[src/rtl/core/ols_pkg.sv]
`default_nettype none
// ----------------------------------------------------------------------------
// ols_pkg
// Shared widths, operation and status codes, sequencer states and the
// control bundle that steps the chain of entry cells.
// ----------------------------------------------------------------------------
package ols_pkg;

  localparam int OP_W   = 3;
  localparam int VAL_W  = 32;
  localparam int POS_W  = 8;
  localparam int RES_W  = 37;
  localparam int STAT_W = 2;

  // operation codes
  localparam logic [OP_W-1:0] OP_APPEND = 3'd0;
  localparam logic [OP_W-1:0] OP_DELETE = 3'd1;
  localparam logic [OP_W-1:0] OP_SUM    = 3'd2;
  localparam logic [OP_W-1:0] OP_MIN    = 3'd3;
  localparam logic [OP_W-1:0] OP_PRINT  = 3'd4;

  // result status codes
  localparam logic [STAT_W-1:0] STAT_OK    = 2'd0;
  localparam logic [STAT_W-1:0] STAT_EMPTY = 2'd1;
  localparam logic [STAT_W-1:0] STAT_INDEX = 2'd2;
  localparam logic [STAT_W-1:0] STAT_FULL  = 2'd3;

  typedef enum logic [1:0] {
    S_IDLE,
    S_SCAN,
    S_RESULT
  } state_t;

  // one step of the cell chain
  typedef struct packed {
    logic load;   // write the load value into the addressed cell
    logic shift;  // every cell takes its right neighbor (the last cell keeps its own)
    logic wrap;   // tail cell takes the head instead (ring rotation)
  } chain_ctl_t;

endpackage : ols_pkg
`default_nettype wire

[src/rtl/core/ols_if.sv]
`default_nettype none
// ----------------------------------------------------------------------------
// ols_if
// Valid/ready channels of the list store: operation in, result items out.
// ----------------------------------------------------------------------------
interface ols_in_if;
  logic               valid;
  logic               ready;
  logic [2:0]         op;
  logic signed [31:0] item_value;
  logic [7:0]         position;

  modport source (output valid, output op, output item_value, output position,
                  input ready);
  modport sink   (input valid, input op, input item_value, input position,
                  output ready);
endinterface : ols_in_if

interface ols_out_if;
  logic               valid;
  logic               ready;
  logic signed [36:0] result_value;
  logic [1:0]         status;
  logic               last;

  modport source (output valid, output result_value, output status, output last,
                  input ready);
  modport sink   (input valid, input result_value, input status, input last,
                  output ready);
endinterface : ols_out_if
`default_nettype wire

[src/rtl/core/ols_cell.sv]
`default_nettype none
// ----------------------------------------------------------------------------
// ols_cell
// One list entry: loads a new value, or takes its right neighbor or the
// chain head when the chain steps.
// ----------------------------------------------------------------------------
module ols_cell
  import ols_pkg::*;
(
  input  wire logic                    clk,
  input  wire logic                    load_here,
  input  wire logic                    shift,
  input  wire logic                    wrap_here,
  input  wire logic signed [VAL_W-1:0] load_data,
  input  wire logic signed [VAL_W-1:0] from_next,
  input  wire logic signed [VAL_W-1:0] from_head,
  output      logic signed [VAL_W-1:0] q
);

  logic signed [VAL_W-1:0] q_r;
  logic signed [VAL_W-1:0] q_nxt;

  always_comb begin
    q_nxt = q_r;
    if (load_here) begin
      q_nxt = load_data;
    end else if (shift) begin
      q_nxt = wrap_here ? from_head : from_next;
    end
  end

  always_ff @(posedge clk) begin
    q_r <= q_nxt;
  end

  assign q = q_r;

endmodule : ols_cell
`default_nettype wire

[src/rtl/core/ols_chain.sv]
`default_nettype none
// ----------------------------------------------------------------------------
// ols_chain
// Row of entry cells. Cell 0 is the head; a step moves every entry one
// place toward the head and, with wrap set, moves the head to the tail cell.
// ----------------------------------------------------------------------------
module ols_chain
  import ols_pkg::*;
#(
  parameter int CAPACITY = 32
) (
  input  wire logic                          clk,
  input  wire chain_ctl_t                    ctl,
  input  wire logic [$clog2(CAPACITY)-1:0]   tail_idx,
  input  wire logic [$clog2(CAPACITY)-1:0]   load_idx,
  input  wire logic signed [VAL_W-1:0]       load_data,
  output      logic signed [VAL_W-1:0]       head
);

  localparam int IDX_W = $clog2(CAPACITY);

  logic signed [VAL_W-1:0] q [CAPACITY];

  for (genvar i = 0; i < CAPACITY; i++) begin : g_cell
    logic signed [VAL_W-1:0] nb;
    if (i == CAPACITY - 1) begin : g_end
      assign nb = q[i];
    end else begin : g_mid
      assign nb = q[i+1];
    end

    ols_cell u_cell (
      .clk       (clk),
      .load_here (ctl.load && (IDX_W'(i) == load_idx)),
      .shift     (ctl.shift),
      .wrap_here (ctl.wrap && (IDX_W'(i) == tail_idx)),
      .load_data (load_data),
      .from_next (nb),
      .from_head (q[0]),
      .q         (q[i])
    );
  end

  assign head = q[0];

endmodule : ols_chain
`default_nettype wire

[src/rtl/core/ordered_list_store.sv]
`default_nettype none
// ----------------------------------------------------------------------------
// ordered_list_store
// Ordered list of signed 32-bit entries kept in insertion order in a ring
// of cells, with append, delete, sum, minimum-from-position and print.
// ----------------------------------------------------------------------------
// One operation is taken at a time. Every list walk rotates the cell chain
// once around its filled length, one entry past the head cell per cycle
// (a print walk holds while its listed entry has nowhere to go), so the
// cost is set by the entry count n. Print lists every entry, each waiting
// for the result side to take it; append writes its entry on accept, then
// lists the whole list. Sum, minimum and delete end in a single result;
// delete drops the entry from the ring during that same rotation, which
// closes the gap. Error, empty and full cases skip the walk. A new operation
// is taken while the final result still waits in the output register.
// There is no clearing pass: cells are read only after being written.
// ----------------------------------------------------------------------------
module ordered_list_store
  import ols_pkg::*;
#(
  parameter int CAPACITY = 32
) (
  input  wire logic   clk,
  input  wire logic   rst_n,
  ols_in_if.sink      in_if,
  ols_out_if.source   out_if
);

  localparam int CNT_W = $clog2(CAPACITY + 1);
  localparam int IDX_W = $clog2(CAPACITY);
  localparam int EXT_W = RES_W - VAL_W;

  // sequencer state
  state_t                  state_r, state_nxt;
  logic [OP_W-1:0]         mode_r, mode_nxt;    // walk type
  logic [POS_W-1:0]        pos_r, pos_nxt;
  logic [CNT_W-1:0]        count_r, count_nxt;  // valid entries
  logic [CNT_W-1:0]        len_r, len_nxt;      // ring length during a walk
  logic [CNT_W-1:0]        k_r, k_nxt;          // list index now at the head
  logic signed [RES_W-1:0] res_r, res_nxt;      // sum, minimum or removed value
  logic [STAT_W-1:0]       stat_r, stat_nxt;

  // output register
  logic                    out_valid_r, out_valid_nxt;
  logic signed [RES_W-1:0] out_val_r, out_val_nxt;
  logic [STAT_W-1:0]       out_stat_r, out_stat_nxt;
  logic                    out_last_r, out_last_nxt;

  chain_ctl_t              ctl;
  logic signed [VAL_W-1:0] head;
  logic signed [RES_W-1:0] head_ext;
  logic [CNT_W-1:0]        tail_full;
  logic [CNT_W-1:0]        last_k;
  logic                    out_free;
  logic                    step;
  logic                    is_last;
  logic                    drop;
  logic                    out_load;

  ols_chain #(.CAPACITY(CAPACITY)) u_chain (
    .clk       (clk),
    .ctl       (ctl),
    .tail_idx  (tail_full[IDX_W-1:0]),
    .load_idx  (count_r[IDX_W-1:0]),
    .load_data (in_if.item_value),
    .head      (head)
  );

  assign in_if.ready = (state_r == S_IDLE);
  assign tail_full   = len_r - CNT_W'(1);
  assign last_k      = count_r - CNT_W'(1);
  assign head_ext    = {{EXT_W{head[VAL_W-1]}}, head};
  assign out_free    = !out_valid_r || out_if.ready;
  // a print walk only advances when its listed entry has somewhere to go
  assign step        = (state_r == S_SCAN) && ((mode_r != OP_PRINT) || out_free);
  assign is_last     = (k_r == last_k);
  assign drop        = (mode_r == OP_DELETE) && (POS_W'(k_r) == pos_r);

  always_comb begin
    state_nxt    = state_r;
    mode_nxt     = mode_r;
    pos_nxt      = pos_r;
    count_nxt    = count_r;
    len_nxt      = len_r;
    k_nxt        = k_r;
    res_nxt      = res_r;
    stat_nxt     = stat_r;
    out_load     = 1'b0;
    out_val_nxt  = out_val_r;
    out_stat_nxt = out_stat_r;
    out_last_nxt = out_last_r;
    ctl          = '0;

    case (state_r)
      S_IDLE: begin
        if (in_if.valid) begin
          pos_nxt  = in_if.position;
          mode_nxt = in_if.op;
          k_nxt    = '0;
          len_nxt  = count_r;
          res_nxt  = '0;
          stat_nxt = STAT_OK;
          case (in_if.op)
            OP_APPEND: begin
              if (count_r == CNT_W'(CAPACITY)) begin
                stat_nxt  = STAT_FULL;
                state_nxt = S_RESULT;
              end else begin
                // write at the end, then list everything
                ctl.load  = 1'b1;
                count_nxt = count_r + CNT_W'(1);
                len_nxt   = count_r + CNT_W'(1);
                mode_nxt  = OP_PRINT;
                state_nxt = S_SCAN;
              end
            end
            OP_DELETE, OP_MIN: begin
              if (in_if.position >= POS_W'(count_r)) begin
                stat_nxt  = STAT_INDEX;
                state_nxt = S_RESULT;
              end else begin
                state_nxt = S_SCAN;
              end
            end
            OP_SUM: begin
              state_nxt = (count_r == '0) ? S_RESULT : S_SCAN;
            end
            OP_PRINT: begin
              if (count_r == '0) begin
                stat_nxt  = STAT_EMPTY;
                state_nxt = S_RESULT;
              end else begin
                state_nxt = S_SCAN;
              end
            end
            default: begin
              // unused codes: no result, no change
              state_nxt = S_IDLE;
            end
          endcase
        end
      end

      S_SCAN: begin
        if (step) begin
          ctl.shift = 1'b1;
          ctl.wrap  = !drop;  // a dropped entry is not wrapped to the tail
          k_nxt     = k_r + CNT_W'(1);
          case (mode_r)
            OP_PRINT: begin
              out_load     = 1'b1;
              out_val_nxt  = head_ext;
              out_stat_nxt = STAT_OK;
              out_last_nxt = is_last;
            end
            OP_SUM: begin
              res_nxt = res_r + head_ext;
            end
            OP_MIN: begin
              if ((POS_W'(k_r) == pos_r) ||
                  ((POS_W'(k_r) > pos_r) && (head < $signed(res_r[VAL_W-1:0])))) begin
                res_nxt = head_ext;
              end
            end
            OP_DELETE: begin
              if (drop) begin
                res_nxt = head_ext;
                len_nxt = len_r - CNT_W'(1);
              end
            end
            default: begin
              res_nxt = res_r;
            end
          endcase
          if (is_last) begin
            if (mode_r == OP_PRINT) begin
              state_nxt = S_IDLE;
            end else begin
              state_nxt = S_RESULT;
              if (mode_r == OP_DELETE) begin
                count_nxt = count_r - CNT_W'(1);
              end
            end
          end
        end
      end

      S_RESULT: begin
        if (out_free) begin
          out_load     = 1'b1;
          out_val_nxt  = res_r;
          out_stat_nxt = stat_r;
          out_last_nxt = 1'b1;
          state_nxt    = S_IDLE;
        end
      end

      default: begin
        state_nxt = S_IDLE;
      end
    endcase

    out_valid_nxt = out_load || (out_valid_r && !out_if.ready);
  end

  always_ff @(posedge clk) begin
    if (!rst_n) begin
      state_r     <= S_IDLE;
      count_r     <= '0;
      out_valid_r <= 1'b0;
    end else begin
      state_r     <= state_nxt;
      count_r     <= count_nxt;
      out_valid_r <= out_valid_nxt;
    end
  end

  always_ff @(posedge clk) begin
    mode_r     <= mode_nxt;
    pos_r      <= pos_nxt;
    len_r      <= len_nxt;
    k_r        <= k_nxt;
    res_r      <= res_nxt;
    stat_r     <= stat_nxt;
    out_val_r  <= out_val_nxt;
    out_stat_r <= out_stat_nxt;
    out_last_r <= out_last_nxt;
  end

  assign out_if.valid        = out_valid_r;
  assign out_if.result_value = out_val_r;
  assign out_if.status       = out_stat_r;
  assign out_if.last         = out_last_r;

`ifndef NO_ASSERTIONS
  a_count_bound : assert property (@(posedge clk) disable iff (!rst_n)
    count_r <= CNT_W'(CAPACITY))
    else $error("entry count above capacity");

  a_walk_in_range : assert property (@(posedge clk) disable iff (!rst_n)
    (state_r == S_SCAN) |-> (k_r < count_r))
    else $error("walk index past the filled length");

  a_delete_shrinks : assert property (@(posedge clk) disable iff (!rst_n)
    (step && is_last && (mode_r == OP_DELETE)) |=>
      (count_r == $past(count_r) - CNT_W'(1)))
    else $error("delete walk did not shrink the list");

  a_out_overwrite : assert property (@(posedge clk) disable iff (!rst_n)
    (out_load && out_valid_r) |-> out_if.ready)
    else $error("result register overwritten before transaction");
`endif

endmodule : ordered_list_store
`default_nettype wire

[src/flat_wrapper.sv]
// flat-port wrapper written by rule: the top's interface ports become plain ports
module ordered_list_store_flat import ols_pkg::*;
#(
  parameter int CAPACITY = 32
)
  (clk, rst_n, in_if_valid, in_if_op, in_if_item_value, in_if_position, in_if_ready, out_if_valid, out_if_result_value, out_if_status, out_if_last, out_if_ready);
  ols_in_if in_if_i ();
  ols_out_if out_if_i ();
  input  wire logic clk;
  input  wire logic rst_n;
  input wire logic [$bits(in_if_i.valid)-1:0] in_if_valid;
  input wire logic [$bits(in_if_i.op)-1:0] in_if_op;
  input wire logic [$bits(in_if_i.item_value)-1:0] in_if_item_value;
  input wire logic [$bits(in_if_i.position)-1:0] in_if_position;
  output wire logic [$bits(in_if_i.ready)-1:0] in_if_ready;
  output wire logic [$bits(out_if_i.valid)-1:0] out_if_valid;
  output wire logic [$bits(out_if_i.result_value)-1:0] out_if_result_value;
  output wire logic [$bits(out_if_i.status)-1:0] out_if_status;
  output wire logic [$bits(out_if_i.last)-1:0] out_if_last;
  input wire logic [$bits(out_if_i.ready)-1:0] out_if_ready;
  assign in_if_i.valid = in_if_valid;
  assign in_if_i.op = in_if_op;
  assign in_if_i.item_value = in_if_item_value;
  assign in_if_i.position = in_if_position;
  assign in_if_ready = in_if_i.ready;
  assign out_if_valid = out_if_i.valid;
  assign out_if_result_value = out_if_i.result_value;
  assign out_if_status = out_if_i.status;
  assign out_if_last = out_if_i.last;
  assign out_if_i.ready = out_if_ready;
  ordered_list_store #(.CAPACITY(CAPACITY)) u_core (.clk(clk), .rst_n(rst_n), .in_if(in_if_i), .out_if(out_if_i));
endmodule
[config.mk]
export PLATFORM = sky130hd
export DESIGN_NAME = ordered_list_store_flat
export DESIGN_NICKNAME = d
export VERILOG_FILES = /design/src/rtl/core/ols_pkg.sv /design/src/rtl/core/ols_if.sv /design/src/rtl/core/ols_cell.sv /design/src/rtl/core/ols_chain.sv /design/src/rtl/core/ordered_list_store.sv /design/src/flat_wrapper.sv
export SDC_FILE = /design/constraint.sdc
export NUM_CORES = 2
export LEC_CHECK = 0
export BUFFER_PORTS_ARGS = -buffer_cell sky130_fd_sc_hd__buf_2
export CAP_MARGIN = 20
export CORE_ASPECT_RATIO = 1.4
export CORE_MARGIN = 2
export CORE_UTILIZATION = 35
export CTS_BUF_LIST = sky130_fd_sc_hd__clkbuf_2 sky130_fd_sc_hd__clkbuf_4 sky130_fd_sc_hd__clkbuf_8
export DETAILED_ROUTE_END_ITERATION = 8
export PLACE_DENSITY_LB_ADDON = 0.2
export SLEW_MARGIN = 20
export SYNTH_ARGS = -nofsm -noshare
export SYNTH_HDL_FRONTEND = slang
export SYNTH_SLANG_ARGS = --single-unit
[constraint.sdc]
create_clock -name clk -period 11.75 [get_ports clk]
set_clock_uncertainty 0.2 [all_clocks]
set_input_delay 2.35 -clock clk [delete_from_list [all_inputs] [get_ports clk]]
set_output_delay 2.35 -clock clk [all_outputs]
set_load 0.02 [all_outputs]
After elaboration in Yosys (flattened, before gate mapping) --
Cells that the tools add are included.
Cells by class: add/sub/neg operators 5, $lt $le $gt $ge 3, eq/ne operators 88, multiplexer cells 155, reduce and logical (&&, ||, !) cells 126
Operator list (number):
- $mux 32 | 96
- $mux 37 | 7
- $eq 5x5->1 const A | 32
- $pmux 37 s2 | 2
- $pmux 37 s3 | 1
- $eq 4x5->1 const A | 16
- $mux 6 | 12
- $reduce_bool 2->1 | 35
- $logic_and 1x1->1 | 68
- $eq 3x5->1 const A | 8
- $add 37x32->37 | 1
- $pmux 6 s2 | 3
- $lt 32x32->1 | 1
- $mux 2 | 15
- $eq 2x5->1 const A | 4
- $pmux 2 s3 | 3
- $add 6x1->6 const B | 2
- $eq 3x2->1 const B | 4
- $reduce_and 6->1 | 2
- $sub 6x1->6 const B | 2
- $mux 1 | 11
- $eq 1x5->1 const A | 2
- $logic_not 5->1 | 2
- $ne 2x1->1 const B | 5
- 26 further kinds | 43
Storage, ports and cells: flip-flop bits (word level) 1135, output and inout port bits 42, word-level logic and storage cells 421

Logic depth before layout (Yosys ltp) --
depth in word-level cells 10, depth in mapped cells 14, depth with buffers taken out 11

Modules after synthesis --
From an unflattened synthesis, not the netlist that was laid out.
Unflattened totals: cell total of the unflattened synthesis 5494, area total of the unflattened synthesis 62555.0 um^2
Modules (own cells, without submodules):
- ols_cell | instances 32, cells each 140, area an instance 1672.9 um^2, seq. area each 960.9 um^2
- ordered_list_store | instances 1, cells each 920, area an instance 8563.2 um^2, seq. area each 3213.1 um^2
- ols_chain | instances 1, cells each 94, area an instance 460.4 um^2, seq. area each 0.0 um^2

Least setup slack after synthesis --
OpenSTA, ideal clock, no wires.
path kind input-to-reg, from input port in_if_op[2], to register u_core.u_chain.g_cell[15].u_cell.q_r[0], enable pin, library setup time 466 ps, arrival 5543 ps, path slack 5541 ps, stages 5, path through clkbuf_1 -> or3_4 -> a21oi_4 -> nand2_2 -> o21ai_0
On the way: word-level cells in the longest chain between the ends 6
RTL lines:
- start, declared | RTL line flat_wrapper.sv:12 | input wire logic [$bits(in_if_i.op)-1:0] in_if_op;
- $logic_not 3->1 | RTL line ordered_list_store.sv:103 | case (in_if.op)
- $mux 1 | RTL line ordered_list_store.sv:103
- $mux 1 | RTL line ordered_list_store.sv:96 | if (in_if.valid) begin
- $mux 1 | RTL line ordered_list_store.sv:94 | case (state_r)
- $logic_and 1x1->1 | RTL line ols_chain.sv:34 | .load_here (ctl.load && (IDX_W'(i) == load_idx)),
- $reduce_bool 2->1 (no line)
- end signal, assigned | RTL line ols_cell.sv:33 | q_r <= q_nxt;
- end, declared | RTL line ols_cell.sv:20 | logic signed [VAL_W-1:0] q_r;
Every way passes these cells. A chain may end at the register's enable or synchronous reset.

Worst setup path in the final report --
from input port in_if_valid, to register u_core.u_chain.g_cell[20].u_cell.q_r[2], enable pin
On the way: word-level cells in the longest chain between the ends 4
RTL lines:
- start, declared | RTL line flat_wrapper.sv:11 | input wire logic [$bits(in_if_i.valid)-1:0] in_if_valid;
- $mux 1 | RTL line ordered_list_store.sv:96
- $mux 1 | RTL line ordered_list_store.sv:94
- $logic_and 1x1->1 | RTL line ols_chain.sv:34
- $reduce_bool 2->1 (no line)
- end signal, assigned | RTL line ols_cell.sv:33
- end, declared | RTL line ols_cell.sv:20
Every way passes these cells.

==> impl.org <==
** Outcome
- The flow ran to the end, and the final reports show no timing, DRC or antenna violations.

** Floorplan
- 89 I/O pins were placed.
- Number of rows in the core area :: 181
- Initial Utilization :: 0.352
- In this run the horizontal extent of the chip is 357 um.
- Core ar. :: 173000 um^2
- DIE HEIGHT :: 498 um
- Die ar. :: 178000 um^2

** STA
- WHS :: 304 ps
- Setup repair after global routing left no endpoint under its margin.
- Of the available clock period, the critical path in the final layout requires 0.534.
- Pins over their slew limit :: 0
- For this run, the top clock speed supported by timing is 159 MHz.
- The hold violation total from the final report came to 0.
- Setup violations remaining at the end of the flow were counted as 0.
- The worst pin sits at a relative slew slack of 0.258.
- Sum Neg Setup Slack :: 0 ps
- At the pin with the least slew margin, the transition time is 1110 ps.
- Counting I/O delays and the setup requirement, the final critical path takes 6280 ps.

** Worst setup path
- CP Launch Point :: in_if_valid
- Worst path cell trace :: buf_2 -> and2_1 -> nand3_1 -> nor3_1 -> nand2_4 -> nand2_1 -> buf_4
- CP peak stage delay :: 1050 ps
- For flop-to-flop paths, the worst setup slack is 6260 ps.
- STA classifies the critical path startpoint as an input port.
- Crit path max-delay cell type :: nor3_1
- Together, buffers and inverters on the worst path number 2.
- The critical path crosses 7 cells after its start point.
- The worst register-to-register path ends at u_core.u_chain.g_cell[20].u_cell.q[2]$_DFFE_PP_.
- The number of cells on the worst reg-to-reg path is 8.
- STA puts the critical path data arrival time at 6690 ps.
- In this run the critical register-to-register path is launched from u_core.state_r[0]$_SDFFE_PN0P_.
- CP top delay family :: simple AND/OR/NAND/NOR gates
- Setup Crit Path Kind :: input port to register
- In this run the worst setup path terminates at u_core.u_chain.g_cell[20].u_cell.q[2]$_DFFE_PP_.
- Critical Path RT :: 12160 ps
- Along the worst path, the maximum fanout reaches 65.
- The worst setup path is captured at a register.

** Logic synthesis
- Gate count of the mapped netlist :: 5569
- Counting flops with a built-in enable in the synthesized netlist gives 1125.
- For this run, the leading register cell type out of synthesis is edfxtp_1.
- After synthesis, the netlist uses 85 different library cells.
- Of the post-synthesis cell area, the dominant cell type holds 0.553.
- Among all cell types in the netlist, the one instantiated most often is edfxtp_1.
- Most frequent cells after synthesis :: edfxtp_1 (1125), mux2i_1 (954), nor2_1 (731)
- Async S/R FF share, synth :: 0
- Warnings from Yosys :: 0
- Dividing the synthesized area by the synthesized cell count gives 11.0 um^2.
- By area the synthesized netlist is led by edfxtp_1 (55%), mux2i_1 (16%), a21oi_1 (5.8%).
- Number of register bits inferred by synthesis :: 1134
- Post-Synthesis Net Count :: 5712
- Summing every instance area after synthesis gives 61100 um^2.
- The biggest area contributor in the post-synthesis netlist is edfxtp_1.
- Sequential fraction of the synthesis area :: 0.556

** CTS
- For this design, the sink count on the clock tree is 1134.
- Clock slew at the register clock pins of the worst setup and hold paths :: 60 ps
- Total of hold buffers inserted after clock tree synthesis :: 0
- Skew-Pair Late Insertion Delay :: 920 ps
- CTS built an H-tree with a depth of 4.
- The clock passes through at most 3 buffers.
- Quantity of gates resized following cts :: 0
- The tree is rooted in a clkbuf_8.
- Once the clock tree was built, the setup fixing pass inserted 0 buffers.
- Buffers inserted during clock tree synthesis total 182.
- TritonCTS built the clock tree.

** Power
- Sw Ratio :: 0.276
- Pwr Density :: 137 nW/um^2
- Leakage power summed over all cells :: 0.0257 uW
- Fraction of power consumed by the clock network :: 0.369
- Of the total power, combinational logic draws 0.118.
- The analysis attributes to net switching a power of 2530 uW.
- Total internal power :: 6630 uW
- Worst vdd ir :: 111 uV
- Proportion of power drawn by flip-flops and latches :: 0.513

** Global route
- Layer with the highest usage after global routing :: met2
- Total gr overflow :: 0
- Antenna violations before repair :: 16
- For this run, global-route usage on met3 was measured as 0.0441.
- GR Util met1 :: 0.281
- Total global routing track utilization :: 0.217
- The number of global-route vias before repair came to 40200.
- The first global-routing pass estimated 283000 um of wire.
- Global routing met2 resource utilization :: 0.350
- Entering global routing, the biggest net connects 66 pins.

** Routing
- Total via count after detailed routing :: 41900
- Number of DRC markers after the initial detailed-route iteration :: 3982
- Vias per Instance :: 5.35
- Final wirelength :: 196000 um
- Total iterations of the first detailed-routing run :: 6
- Number of remaining DRC errors :: 0
- Dividing the detail-routed wire length by the instance count gives 25.1 um.
- The count of nets left with antenna violations once routing finished came out at 0.

** Placed design
- Gp weighted congestion :: 0.888
- The wire-length estimate of the detail-placed layout is 116000 um.
- Post-Place Cell Area :: 63200 um^2
- Port Buffers :: 88

** Final layout
- The final layout contains 5529 nets.
- Counting the fill cells in the layout gives 16800.
- Final standard cell utilization of the core :: 0.385
- Layout-stage area growth over the synthesis result :: 9.48%
- In the final layout, the share of cells above drive strength 1 is 0.127.
- Once layout is done, the placed cells without fillers occupy 66900 um^2.

** Min path
- Hold crit path type :: register to register

** Flow run
- Maximum Capacitance Violations :: 0
==> cells in the final DEF, fill, tap and decap left out, types with 21 or more instances in the layout <==
master    instances
nand3_1          21
clkinv_2         24
xnor2_1          36
nor2_1          728
nor3_1           23
buf_2            88
clkbuf_4         59
ha_1             94
o21ai_0         259
inv_1            77
mux2i_1         954
mux2_2           90
o21ai_1         116
nor2b_1          23
nand2_2          25
a211oi_1         23
clkbuf_8        183
buf_4           126
nand2_1         412
clkinv_1         48
edfxtp_1       1125
a21oi_1         710
==> cells by family (layout without fill, tap and decap cells) <==
kind of cell / after synthesis / after routing / share of synthesized area
simple gates: 1366 / 1366 / 0.0923
compound gates: 1209 / 1209 / 0.106
flops: 1134 / 1134 / 0.556
mux: 1045 / 1045 / 0.173
buf+inv: 670 / 632 / 0.0455
fa+ha+maj: 96 / 96 / 0.0198
xor+xnor: 49 / 49 / 0.00737
other cells: 0 / 8 / 0
==> power by group through the flow <==
stage                     registers (uW)  logic [uW]  clock network, uW
after floorplan                     4780         642                  0
after global placement              4790        1060                  0
after detailed placement            4790        1070                  0
after CTS                           4700        1070               3470
after global routing                4720        1160               3630
final                               4700        1080               3380
==> layer usage <==
metal / wire length [um] / up-vias / part of all wire
met4: 8880 / 12 / 0.045
met2: 90900 / 1583 / 0.46
met5: 80 / - / 0.00041
li1: - / 19700 / -
met3: 13800 / 396 / 0.070
met1: 82700 / 20200 / 0.42
==> metrics by stage <==
stage          setup slack, ps  power, uW  std cells
5_1_grt                   5270       9510       7822
3_3_place_gp              4630       5840       7480
2_1_floorplan             5540       5420       5569
3_5_place_dp              4540       5860       7483
6_report                  5470       9170       7826
4_1_cts                   5570       9250       7812
==> worst min-delay path: stages (launching register included) <==
cell,delay [ps]
dfxtp_1,320
nand2_1,50
o21ai_0,70
==> registers in the layout, summed over array words and instances (netlist names), named ones only <==
signal                          cells
u_core.mode_r                       3
u_core.count_r                      5
u_core.out_if.status                2
u_core.out_if.valid                 1
u_core.res_r                       37
u_core.out_if.result_value         37
u_core.pos_r                        8
u_core.len_r                        5
u_core.k_r                          6
u_core.state_r                      2
u_core.out_if.last                  1
u_core.stat_r                       2
u_core.u_chain.g_cell.u_cell.q   1024
==> worst min path at each step <==
stage                                   startpoint                              to  cells past startpoint
floorplan           u_core.state_r[0]$_SDFFE_PN0P_  u_core.state_r[0]$_SDFFE_PN0P_                      2
global placement    u_core.state_r[0]$_SDFFE_PN0P_  u_core.state_r[0]$_SDFFE_PN0P_                      2
detailed placement  u_core.state_r[0]$_SDFFE_PN0P_  u_core.state_r[0]$_SDFFE_PN0P_                      2
CTS                 u_core.state_r[0]$_SDFFE_PN0P_  u_core.state_r[0]$_SDFFE_PN0P_                      2
global route        u_core.state_r[0]$_SDFFE_PN0P_  u_core.state_r[0]$_SDFFE_PN0P_                      2
finish              u_core.state_r[0]$_SDFFE_PN0P_  u_core.state_r[0]$_SDFFE_PN0P_                      2
==> layout make-up <==
cell class                      instances  area [um^2]  area share
Antenna cell                            8         20.0    0.000299
Clock buffer                          242         2960      0.0443
Clock inverter                         87          526     0.00786
Inverter                               80          300     0.00449
Multi-Input combinational cell       3765        24700       0.369
Sequential cell                      1134        34000       0.508
Tap cell                             2287         2860      0.0428
Timing Repair Buffer                  223         1580      0.0237
Power figures use the tool's default switching activity.
